### config.mk
export PLATFORM = sky130hd
export DESIGN_NAME = hart_response_deframer
export DESIGN_NICKNAME = d
export VERILOG_FILES = /design/src/hdl/hrd_pkg.sv /design/src/hdl/hart_response_deframer.sv
export SDC_FILE = /design/constraint.sdc
export NUM_CORES = 1
export LEC_CHECK = 0
export ABC_CLOCK_PERIOD_IN_PS = 7350
export BUFFER_PORTS_ARGS = -buffer_cell sky130_fd_sc_hd__clkbuf_2
export CORE_MARGIN = 2
export CORE_UTILIZATION = 50
export CTS_BUF_LIST = sky130_fd_sc_hd__clkbuf_4 sky130_fd_sc_hd__clkbuf_8 sky130_fd_sc_hd__clkbuf_16
export CTS_CLUSTER_DIAMETER = 120
export DETAILED_ROUTE_END_ITERATION = 6
export PLACE_DENSITY = 0.72
export SYNTH_ARGS = -nofsm -noshare
export SYNTH_HDL_FRONTEND = slang
export SYNTH_SLANG_ARGS = --single-unit
export TNS_END_PERCENT = 100
### constraint.sdc
create_clock -name clk -period 7.35 [get_ports clk]
set_input_delay 0.735 -clock clk [delete_from_list [all_inputs] [get_ports clk]]
set_output_delay 0.735 -clock clk [all_outputs]
set_load 0.005 [all_outputs]
### src/hdl/hrd_pkg.sv
package hrd_pkg;

  localparam int unsigned PHASE_W = 3;
  localparam int unsigned ALEFT_W = 3;
  localparam int unsigned STAT_W  = 3;
  localparam int unsigned CNT_W   = 32;

  localparam logic [7:0] PREAMBLE_BYTE = 8'hFF;
  localparam logic [7:0] LONG_ADDR_BIT = 8'h80;
  localparam logic [ALEFT_W-1:0] LONG_ADDR_LEN  = 3'd5;
  localparam logic [ALEFT_W-1:0] SHORT_ADDR_LEN = 3'd1;

  localparam logic ACT_BYTE  = 1'b0;
  localparam logic ACT_CLOSE = 1'b1;

  localparam logic KIND_PAYLOAD = 1'b0;
  localparam logic KIND_STATUS  = 1'b1;

  localparam logic [STAT_W-1:0] ST_OK       = 3'd0;
  localparam logic [STAT_W-1:0] ST_NO_RESP  = 3'd1;
  localparam logic [STAT_W-1:0] ST_TRUNC    = 3'd2;
  localparam logic [STAT_W-1:0] ST_CHECKSUM = 3'd3;
  localparam logic [STAT_W-1:0] ST_SHORT    = 3'd4;
  localparam logic [STAT_W-1:0] ST_COMM     = 3'd5;

endpackage

### src/hdl/hart_response_deframer.sv
// HART response deframer. Each input beat is either one received byte or the
// end-of-reception event; the block sustains one beat per cycle while its result
// register is not held by a stalled out_ready. The parser state updates as the beat is taken
// and the beat's result, if any, lands in a single output register the cycle
// after. in_ready is high whenever that register is empty or is being read in
// the same cycle, so input is held back only while a result waits on a stalled
// out_ready. Payload beats (kind 0) are tentative and may be followed by an
// error status; exactly one status beat (kind 1) closes each frame.
module hart_response_deframer (
  input  logic                        clk,
  input  logic                        rst_n,
  input  logic                        in_valid,
  output logic                        in_ready,
  input  logic                        in_action,
  input  logic [7:0]                  in_rx_byte,
  output logic                        out_valid,
  input  logic                        out_ready,
  output logic                        out_kind,
  output logic [7:0]                  out_payload_byte,
  output logic [7:0]                  out_payload_index,
  output logic [hrd_pkg::STAT_W-1:0]  out_status,
  output logic [7:0]                  out_response_code,
  output logic [7:0]                  out_device_status,
  output logic [7:0]                  out_payload_length,
  output logic [hrd_pkg::CNT_W-1:0]   out_good_count,
  output logic [hrd_pkg::CNT_W-1:0]   out_error_count
);

  localparam logic [hrd_pkg::PHASE_W-1:0] PH_PREAMBLE = 3'd0;
  localparam logic [hrd_pkg::PHASE_W-1:0] PH_ADDRESS  = 3'd1;
  localparam logic [hrd_pkg::PHASE_W-1:0] PH_COMMAND  = 3'd2;
  localparam logic [hrd_pkg::PHASE_W-1:0] PH_COUNT    = 3'd3;
  localparam logic [hrd_pkg::PHASE_W-1:0] PH_DATA     = 3'd4;
  localparam logic [hrd_pkg::PHASE_W-1:0] PH_CHECK    = 3'd5;
  localparam logic [hrd_pkg::PHASE_W-1:0] PH_DONE     = 3'd6;

  logic [hrd_pkg::PHASE_W-1:0] phase_r, phase_nxt;
  logic [hrd_pkg::ALEFT_W-1:0] aleft_r, aleft_nxt;
  logic [7:0]                  bcount_r, bcount_nxt;
  logic [7:0]                  didx_r, didx_nxt;
  logic [7:0]                  xor_r, xor_nxt;
  logic [7:0]                  rcode_r, rcode_nxt;
  logic [7:0]                  dstat_r, dstat_nxt;
  logic                        seen_r, seen_nxt;
  logic [hrd_pkg::CNT_W-1:0]   good_r, good_nxt;
  logic [hrd_pkg::CNT_W-1:0]   err_r, err_nxt;

  logic                        ovalid_r;
  logic                        okind_r, okind_nxt;
  logic [7:0]                  obyte_r, obyte_nxt;
  logic [7:0]                  oidx_r, oidx_nxt;
  logic [hrd_pkg::STAT_W-1:0]  ostat_r, ostat_nxt;
  logic [7:0]                  orcode_r, orcode_nxt;
  logic [7:0]                  odstat_r, odstat_nxt;
  logic [7:0]                  olen_r, olen_nxt;

  logic                        in_fire;
  logic                        emit;
  logic [7:0]                  didx_inc;

  assign in_ready = !ovalid_r || out_ready;
  assign in_fire  = in_valid && in_ready;
  assign didx_inc = didx_r + 8'd1;

  always_comb begin
    phase_nxt  = phase_r;
    aleft_nxt  = aleft_r;
    bcount_nxt = bcount_r;
    didx_nxt   = didx_r;
    xor_nxt    = xor_r;
    rcode_nxt  = rcode_r;
    dstat_nxt  = dstat_r;
    seen_nxt   = seen_r;
    good_nxt   = good_r;
    err_nxt    = err_r;
    emit       = 1'b0;
    okind_nxt  = hrd_pkg::KIND_STATUS;
    obyte_nxt  = 8'd0;
    oidx_nxt   = 8'd0;
    ostat_nxt  = hrd_pkg::ST_OK;
    olen_nxt   = 8'd0;
    orcode_nxt = rcode_r;
    odstat_nxt = dstat_r;
    if (in_action == hrd_pkg::ACT_CLOSE) begin
      if (phase_r != PH_DONE) begin
        emit      = 1'b1;
        err_nxt   = err_r + 1'b1;
        ostat_nxt = seen_r ? hrd_pkg::ST_TRUNC : hrd_pkg::ST_NO_RESP;
      end
      phase_nxt  = PH_PREAMBLE;
      aleft_nxt  = '0;
      bcount_nxt = 8'd0;
      didx_nxt   = 8'd0;
      xor_nxt    = 8'd0;
      rcode_nxt  = 8'd0;
      dstat_nxt  = 8'd0;
      seen_nxt   = 1'b0;
    end else begin
      case (phase_r)
        PH_PREAMBLE: begin
          seen_nxt = 1'b1;
          if (in_rx_byte != hrd_pkg::PREAMBLE_BYTE) begin
            xor_nxt   = in_rx_byte;
            aleft_nxt = ((in_rx_byte & hrd_pkg::LONG_ADDR_BIT) != 8'd0) ?
                        hrd_pkg::LONG_ADDR_LEN : hrd_pkg::SHORT_ADDR_LEN;
            phase_nxt = PH_ADDRESS;
          end
        end
        PH_ADDRESS: begin
          xor_nxt   = xor_r ^ in_rx_byte;
          aleft_nxt = aleft_r - 1'b1;
          if (aleft_r == hrd_pkg::SHORT_ADDR_LEN) begin
            phase_nxt = PH_COMMAND;
          end
        end
        PH_COMMAND: begin
          xor_nxt   = xor_r ^ in_rx_byte;
          phase_nxt = PH_COUNT;
        end
        PH_COUNT: begin
          xor_nxt    = xor_r ^ in_rx_byte;
          bcount_nxt = in_rx_byte;
          didx_nxt   = 8'd0;
          phase_nxt  = (in_rx_byte == 8'd0) ? PH_CHECK : PH_DATA;
        end
        PH_DATA: begin
          xor_nxt = xor_r ^ in_rx_byte;
          if (didx_r == 8'd0) begin
            rcode_nxt = in_rx_byte;
          end else if (didx_r == 8'd1) begin
            dstat_nxt = in_rx_byte;
          end else begin
            emit      = 1'b1;
            okind_nxt = hrd_pkg::KIND_PAYLOAD;
            obyte_nxt = in_rx_byte;
            oidx_nxt  = didx_r - 8'd2;
          end
          didx_nxt = didx_inc;
          if (didx_inc == bcount_r) begin
            phase_nxt = PH_CHECK;
          end
        end
        PH_CHECK: begin
          phase_nxt = PH_DONE;
          emit      = 1'b1;
          if (xor_r != in_rx_byte) begin
            err_nxt   = err_r + 1'b1;
            ostat_nxt = hrd_pkg::ST_CHECKSUM;
          end else if (bcount_r < 8'd2) begin
            err_nxt   = err_r + 1'b1;
            ostat_nxt = hrd_pkg::ST_SHORT;
          end else if ((rcode_r & hrd_pkg::LONG_ADDR_BIT) != 8'd0) begin
            err_nxt   = err_r + 1'b1;
            ostat_nxt = hrd_pkg::ST_COMM;
          end else begin
            good_nxt = good_r + 1'b1;
            olen_nxt = bcount_r - 8'd2;
          end
        end
        default: begin
        end
      endcase
    end
  end

  always_ff @(posedge clk) begin
    if (!rst_n) begin
      phase_r  <= PH_PREAMBLE;
      aleft_r  <= '0;
      bcount_r <= 8'd0;
      didx_r   <= 8'd0;
      xor_r    <= 8'd0;
      rcode_r  <= 8'd0;
      dstat_r  <= 8'd0;
      seen_r   <= 1'b0;
      good_r   <= '0;
      err_r    <= '0;
      ovalid_r <= 1'b0;
    end else begin
      if (in_fire) begin
        phase_r  <= phase_nxt;
        aleft_r  <= aleft_nxt;
        bcount_r <= bcount_nxt;
        didx_r   <= didx_nxt;
        xor_r    <= xor_nxt;
        rcode_r  <= rcode_nxt;
        dstat_r  <= dstat_nxt;
        seen_r   <= seen_nxt;
        good_r   <= good_nxt;
        err_r    <= err_nxt;
        ovalid_r <= emit;
      end else if (out_ready) begin
        ovalid_r <= 1'b0;
      end
    end
  end

  // result beat payload, loaded only when a result is produced
  always_ff @(posedge clk) begin
    if (in_fire && emit) begin
      okind_r  <= okind_nxt;
      obyte_r  <= obyte_nxt;
      oidx_r   <= oidx_nxt;
      ostat_r  <= ostat_nxt;
      orcode_r <= orcode_nxt;
      odstat_r <= odstat_nxt;
      olen_r   <= olen_nxt;
    end
  end

  assign out_valid          = ovalid_r;
  assign out_kind           = okind_r;
  assign out_payload_byte   = obyte_r;
  assign out_payload_index  = oidx_r;
  assign out_status         = ostat_r;
  assign out_response_code  = orcode_r;
  assign out_device_status  = odstat_r;
  assign out_payload_length = olen_r;
  assign out_good_count     = good_r;
  assign out_error_count    = err_r;

endmodule
Word level (Yosys, flattened, before mapping)
Index checks and enable logic that the tools add are counted.
{"block": "totals", "ff_bits": 156, "out_inout_bits": 110, "elab_cells": 128}
{"block": "op_classes", "addsub": 6, "order_cmp": 1, "eq_ne": 16, "n_mux": 47, "n_bitwise": 7, "reduce_logical": 33}
{"cell": "$mux W32", "n": 6}
{"cell": "$mux W8", "n": 12}
{"cell": "$add A32 B1 Y32 const B", "n": 2}
{"cell": "$mux W3", "n": 12}
{"cell": "$pmux W8 S2", "n": 2}
{"cell": "$pmux W3 S6", "n": 1}
{"cell": "$logic_not A8 Y1", "n": 2}
{"cell": "$sub A8 B2 Y8 const B", "n": 2}
{"cell": "$reduce_bool A2 Y1", "n": 7}
{"cell": "$ne A3 B3 Y1 const B", "n": 4}
{"cell": "$mux W1", "n": 10}
{"cell": "$reduce_and A3 Y1", "n": 3}
{"cell": "$reduce_bool A3 Y1", "n": 3}
{"cell": "$add A8 B1 Y8 const B", "n": 1}
{"cell": "$eq A8 B1 Y1 const B", "n": 1}
{"cell": "$eq A8 B8 Y1", "n": 1}
{"cell": "$lt A8 B2 Y1 const B", "n": 1}
{"cell": "$ne A8 B8 Y1", "n": 1}
{"cell": "$ne A8 B8 Y1 const B", "n": 1}
{"cell": "$reduce_and A4 Y1", "n": 2}
{"cell": "$reduce_or A4 Y1", "n": 2}
{"cell": "$xor A8 B8 Y8", "n": 1}
{"cell": "$reduce_bool A7 Y1", "n": 1}
{"cell": "$eq A3 B1 Y1 const B", "n": 2}
{"cell": "19 further kinds", "n": 30}

Depth between registers and ports, before layout
{"block": "depth", "depth_word": 6, "ltp_mapped": 9}

Worst setup path after synthesis
Ideal clock, no wire load.
{"block": "synth_timing", "kind": "input to register", "from": "input port out_ready", "to": "register odstat_r[0] (netlist: out_device_status[0]), enable pin", "setup_time_ns": 0.506, "t_arrival_ns": 4.486, "path_slack_ns": 2.358, "stages": 4, "path_buffers": 1, "path_cell_list": "nand2b_1 buf_2 nand3_1 o21ai_0"}
{"block": "synth_between", "elab_chain_len": 3}
{"item": "from (decl)", "line": "hart_response_deframer.sv:17", "rtl": "input logic out_ready,"}
{"item": "$logic_or A1 B1 Y1", "line": "hart_response_deframer.sv:61", "rtl": "assign in_ready = !ovalid_r || out_ready;"}
{"item": "net in_ready", "line": "hart_response_deframer.sv:13", "rtl": "output logic in_ready,"}
{"item": "$logic_and A1 B1 Y1", "line": "hart_response_deframer.sv:62", "rtl": "assign in_fire = in_valid && in_ready;"}
{"item": "$logic_and A1 B1 Y1", "line": "hart_response_deframer.sv:200", "rtl": "if (in_fire && emit) begin"}
{"item": "to (signal assigned)", "line": "hart_response_deframer.sv:206", "rtl": "odstat_r <= odstat_nxt;"}
{"item": "to (decl)", "line": "hart_response_deframer.sv:54", "rtl": "logic [7:0] odstat_r, odstat_nxt;"}
The timed path passes the listed nets, and every way through them passes these cells.
A chain may end at the register's enable or synchronous reset.

Final worst setup path
{"block": "layout_timing", "from": "register phase_r[2] in the netlist's numbering", "to": "register orcode_r[1] (netlist: out_response_code[1]), enable pin"}
{"block": "layout_between", "elab_chain_len": 4, "elab_cells_between_ends": 7}
{"item": "from (decl)", "line": "hart_response_deframer.sv:37", "rtl": "logic [hrd_pkg::PHASE_W-1:0] phase_r, phase_nxt;"}
{"item": "from (signal assigned)", "line": "hart_response_deframer.sv:181", "rtl": "phase_r <= phase_nxt;"}
{"item": "$eq A3 B3 Y1 or $ne A3 B3 Y1 (tied branches)", "line": "hart_response_deframer.sv:99, hart_response_deframer.sv:85"}
{"item": "$pmux W1 S2 or $mux W1 (tied branches)", "line": "hart_response_deframer.sv:99, hart_response_deframer.sv:85"}
{"item": "$mux W1 (*)", "line": "hart_response_deframer.sv:84", "rtl": "if (in_action == hrd_pkg::ACT_CLOSE) begin"}
{"item": "$logic_and A1 B1 Y1 (*)", "line": "hart_response_deframer.sv:200"}
{"item": "to (signal assigned)", "line": "hart_response_deframer.sv:205", "rtl": "orcode_r <= orcode_nxt;"}
{"item": "to (decl)", "line": "hart_response_deframer.sv:53", "rtl": "logic [7:0] orcode_r, orcode_nxt;"}
Mark *: on every way between the ends. The rest lies on a longest branch, timed or not.

==> impl_metrics.py <==
metrics = {
    "floorplan": {
        "rows": 46,
        "coreArea_sq_um": 15800,
        "start_util_pct": 50.8,
        "die-area_sq_um": 17100,
        "die_h_um": 131,
        "die_x_um": 131,
        "ios": 123,
    },
    "clock_network": {
        "clock_latency_ns": 0.43,
        "htreeDepth": 4,
        "path_clk_slew_ns": 0.07,
        "tritoncts": "built",
        "cts_resized": 0,
        "post-cts-setup-buffers": 0,
        "cts_buffers": 17,
        "root_buffer": "clkbuf_16",
        "cts_num_sinks": 156,
        "clockBufferDepth": 2,
        "ctsHoldBuffers": 0,
    },
    "setup_path": {
        "cp-start-kind": "flop",
        "crit_buf_inv": 1,
        "path_cells": "nor3b_1 -> nand3_1 -> o21ai_4 -> buf_4",
        "reg2reg_depth": 4,
        "crit_required_ns": 7.41,
        "arrival_ns": 2.81,
        "critPathTopFamily": "simple AND/OR/NAND/NOR gates",
        "ff2ff_setup_slack_ns": 4.61,
        "r2r-end": "out_response_code[1]",
        "crit_path_top_delay_cell": "dfxtp_1",
        "critPathMaxFanout": 44,
        "slowest_delay_ns": 0.79,
        "cp-end-kind": "flop",
        "crit_type": "flop to flop",
        "r2r-start": "phase_r[2]",
    },
    "yosys": {
        "seq_area_frac_synth_pct": 44.3,
        "synth_cells": 861,
        "synth_edf_count": 44,
        "yosys_warnings": 0,
        "syn_area_per_cell_sq_um": 9.35,
        "synth_nets": 884,
        "ys_async_sr_fraction_pct": 0,
        "synth.ff_latch_count": 156,
        "synthFlopType": "dfxtp_1",
        "synth.distinct_cells": 61,
        "syn_area_sq_um": 8050,
    },
    "grt": {
        "track_usage_pct": 22.2,
        "grt-ovfl-total": 0,
        "met3_usage_pct": 5.05,
        "met2_usage_pct": 33.9,
        "top_usage_layer": "met2",
        "grt_pass1_wl_um": 30200,
        "grtUsageMet1_pct": 31.3,
        "grt_pass1_vias": 5876,
        "antenna_found_initial": 0,
        "grt_start_max_net_pins": 66,
    },
    "timing": {
        "fin_setup_tns_ns": 0,
        "post-route-period-util_pct": 37.3,
        "whs_ns": 0.435,
        "clock.fmax_ghz": 0.365,
        "relSlewSlack_pct": 29.3,
        "rsz0062_at_grt": "no",
        "fin_ws_ns": 4.61,
        "setup_viol": 0,
        "report.final.slew_viol_count": 0,
        "skew_ns": 0.00927,
        "hold_viol_final": 0,
        "worstMarginPinSlew_ns": 1.06,
        "period_needed_ns": 2.74,
    },
    "power": {
        "max-vdd-ir-drop_mv": 0.147,
        "p_leak_uw": 0.00341,
        "powerDensity_nw_per_um2": 201,
    },
    "detailed_routing": {
        "route.vias.total": 6792,
        "wl_per_cell_um": 15.8,
        "drtAntennaViolNets": 0,
        "viasPerCell": 5.80,
        "routed_wl_um": 18500,
        "drt_iter0_drc": 511,
        "dr.pass1.iters": 5,
        "drc": 0,
    },
    "placement": {
        "port_buffers": 122,
        "gp_congestion": 0.808,
        "place_ws_ns": 4.17,
        "hpwl_um": 12100,
        "dp.cells": 1139,
        "place_area_sq_um": 8700,
    },
    "final_layout": {
        "postLayoutCellArea_sq_um": 9270,
        "area_growth_pct": 15.1,
        "drive_gt1_share_pct": 18.5,
        "fin_cells": 1171,
        "antenna_cells": 0,
        "final_nets": 965,
    },
    "hold_path": {
        "min_to": "out_device_status[4]",
        "hold_path_class": "flop to flop",
        "hold_depth": 0,
        "hold_start": "dstat_r[4]",
    },
    "job": {
        "drv_cap": 0,
    },
    "status": {
        "status": "finished clean",
    },
}
worst max path at each step:
| stage | end | cells after the start | from |
|---|---|---|---|
| floorplan | out_device_status[0] | 4 | out_ready |
| global placement | out_error_count[25] | 7 | out_ready |
| detailed placement | out_error_count[15] | 7 | out_ready |
| CTS | out_payload_length[0] | 4 | phase_r[2] |
| global route | out_error_count[15] | 7 | out_ready |
| finish | out_response_code[1] | 4 | phase_r[2] |
metrics by stage:
step | utilization (%) | power, uW
2_1_floorplan | - | 997
3_3_place_gp | 54.9 | 1030
3_5_place_dp | 54.9 | 1030
4_1_cts | 58.5 | 1880
5_1_grt | 58.5 | 1930
6_report | 58.5 | 1860
layer usage:
metal	part of all wire, %	wire (um)	vias to the layer above
li1	-	-	3386
met1	48	8860	3194
met2	46	8450	194
met3	5.3	980	18
met4	1.3	234	0
met5	0	0	-
power by group:
part           total [uW]  switching (uW)  internal [uW]
clock network         852             400            452
logic                 101            63.8           37.6
registers             906            9.04            897
cells in the mapped netlist, types with 10 or more instances:
cell | number | area, sq um
or4_1 | 31 | 233
nand2_1 | 71 | 267
nor2_1 | 57 | 214
nand3_1 | 33 | 165
ha_1 | 10 | 125
nand2b_1 | 33 | 206
a21o_1 | 12 | 90.1
xnor2_1 | 24 | 210
or3_1 | 16 | 100
a22oi_1 | 24 | 180
mux2i_1 | 18 | 180
buf_2 | 18 | 90.1
dfxtp_1 | 112 | 2240
clkbuf_1 | 44 | 165
o31ai_1 | 28 | 210
nor2b_1 | 12 | 75.1
inv_1 | 21 | 78.8
nor4_1 | 14 | 87.6
nand4_1 | 34 | 213
and2_1 | 14 | 87.6
o311ai_0 | 15 | 131
a21oi_1 | 55 | 275
o41ai_1 | 15 | 131
o21ai_0 | 14 | 70.1
edfxtp_1 | 44 | 1320
flip-flops by register name, indices dropped and copies added (netlist names), 3 cells and up:
signal	count
dstat_r	8
out_status	3
out_response_code	8
out_payload_byte	8
orcode_nxt	8
out_payload_length	8
bcount_r	8
out_good_count	32
didx_r	8
out_error_count	32
out_device_status	8
out_payload_index	8
xor_r	8
phase_r	3
aleft_r	3
worst register-to-register path, cell delays in order, from the launching register on:
cell	delay, ns
dfxtp_1	0.79
nor3b_1	0.39
nand3_1	0.45
o21ai_4	0.27
buf_4	0.47
layout by cell type (no fill, tap or decap), types with 6 or more instances in the layout:
master and instances:
a22oi_1 24, clkbuf_2 122, and2_1 14, o311ai_0 15
nor4_1 14, xnor3_1 8, or3_1 16, o41ai_1 15
ha_1 10, or4_1 31, o21ai_0 13, o31ai_1 28
dfxtp_1 112, nor3_1 7, nor2b_1 12, nor2_1 57
inv_8 7, edfxtp_1 44, and3_1 8, nand4_1 34
and4_1 7, nand2_1 71, nand3_1 33, nand2b_1 33
mux2i_1 18, buf_4 8, inv_1 21, nor4b_1 6
a21o_1 12, clkbuf_16 17, xnor2_1 24, a21oi_1 55
cell type report:
type | count | area, sq um
tap | 216 | 270
sequential | 156 | 3560
multi-input combinational | 614 | 4110
timing repair buffer | 130 | 671
fill | 1382 | 6560
inverter | 23 | 86.3
clock inverter | 15 | 143
clock buffer | 17 | 425
logic make-up after synthesis:
logic type,after synthesis,synth area share (%)
compound gates,186,15.9
buf+inv,91,4.84
mux,18,2.24
xor+xnor,37,5.39
simple gates,363,25.8
flops,156,44.3
fa+ha+maj,10,1.55
No activity file was read; power rests on OpenSTA's default activity.
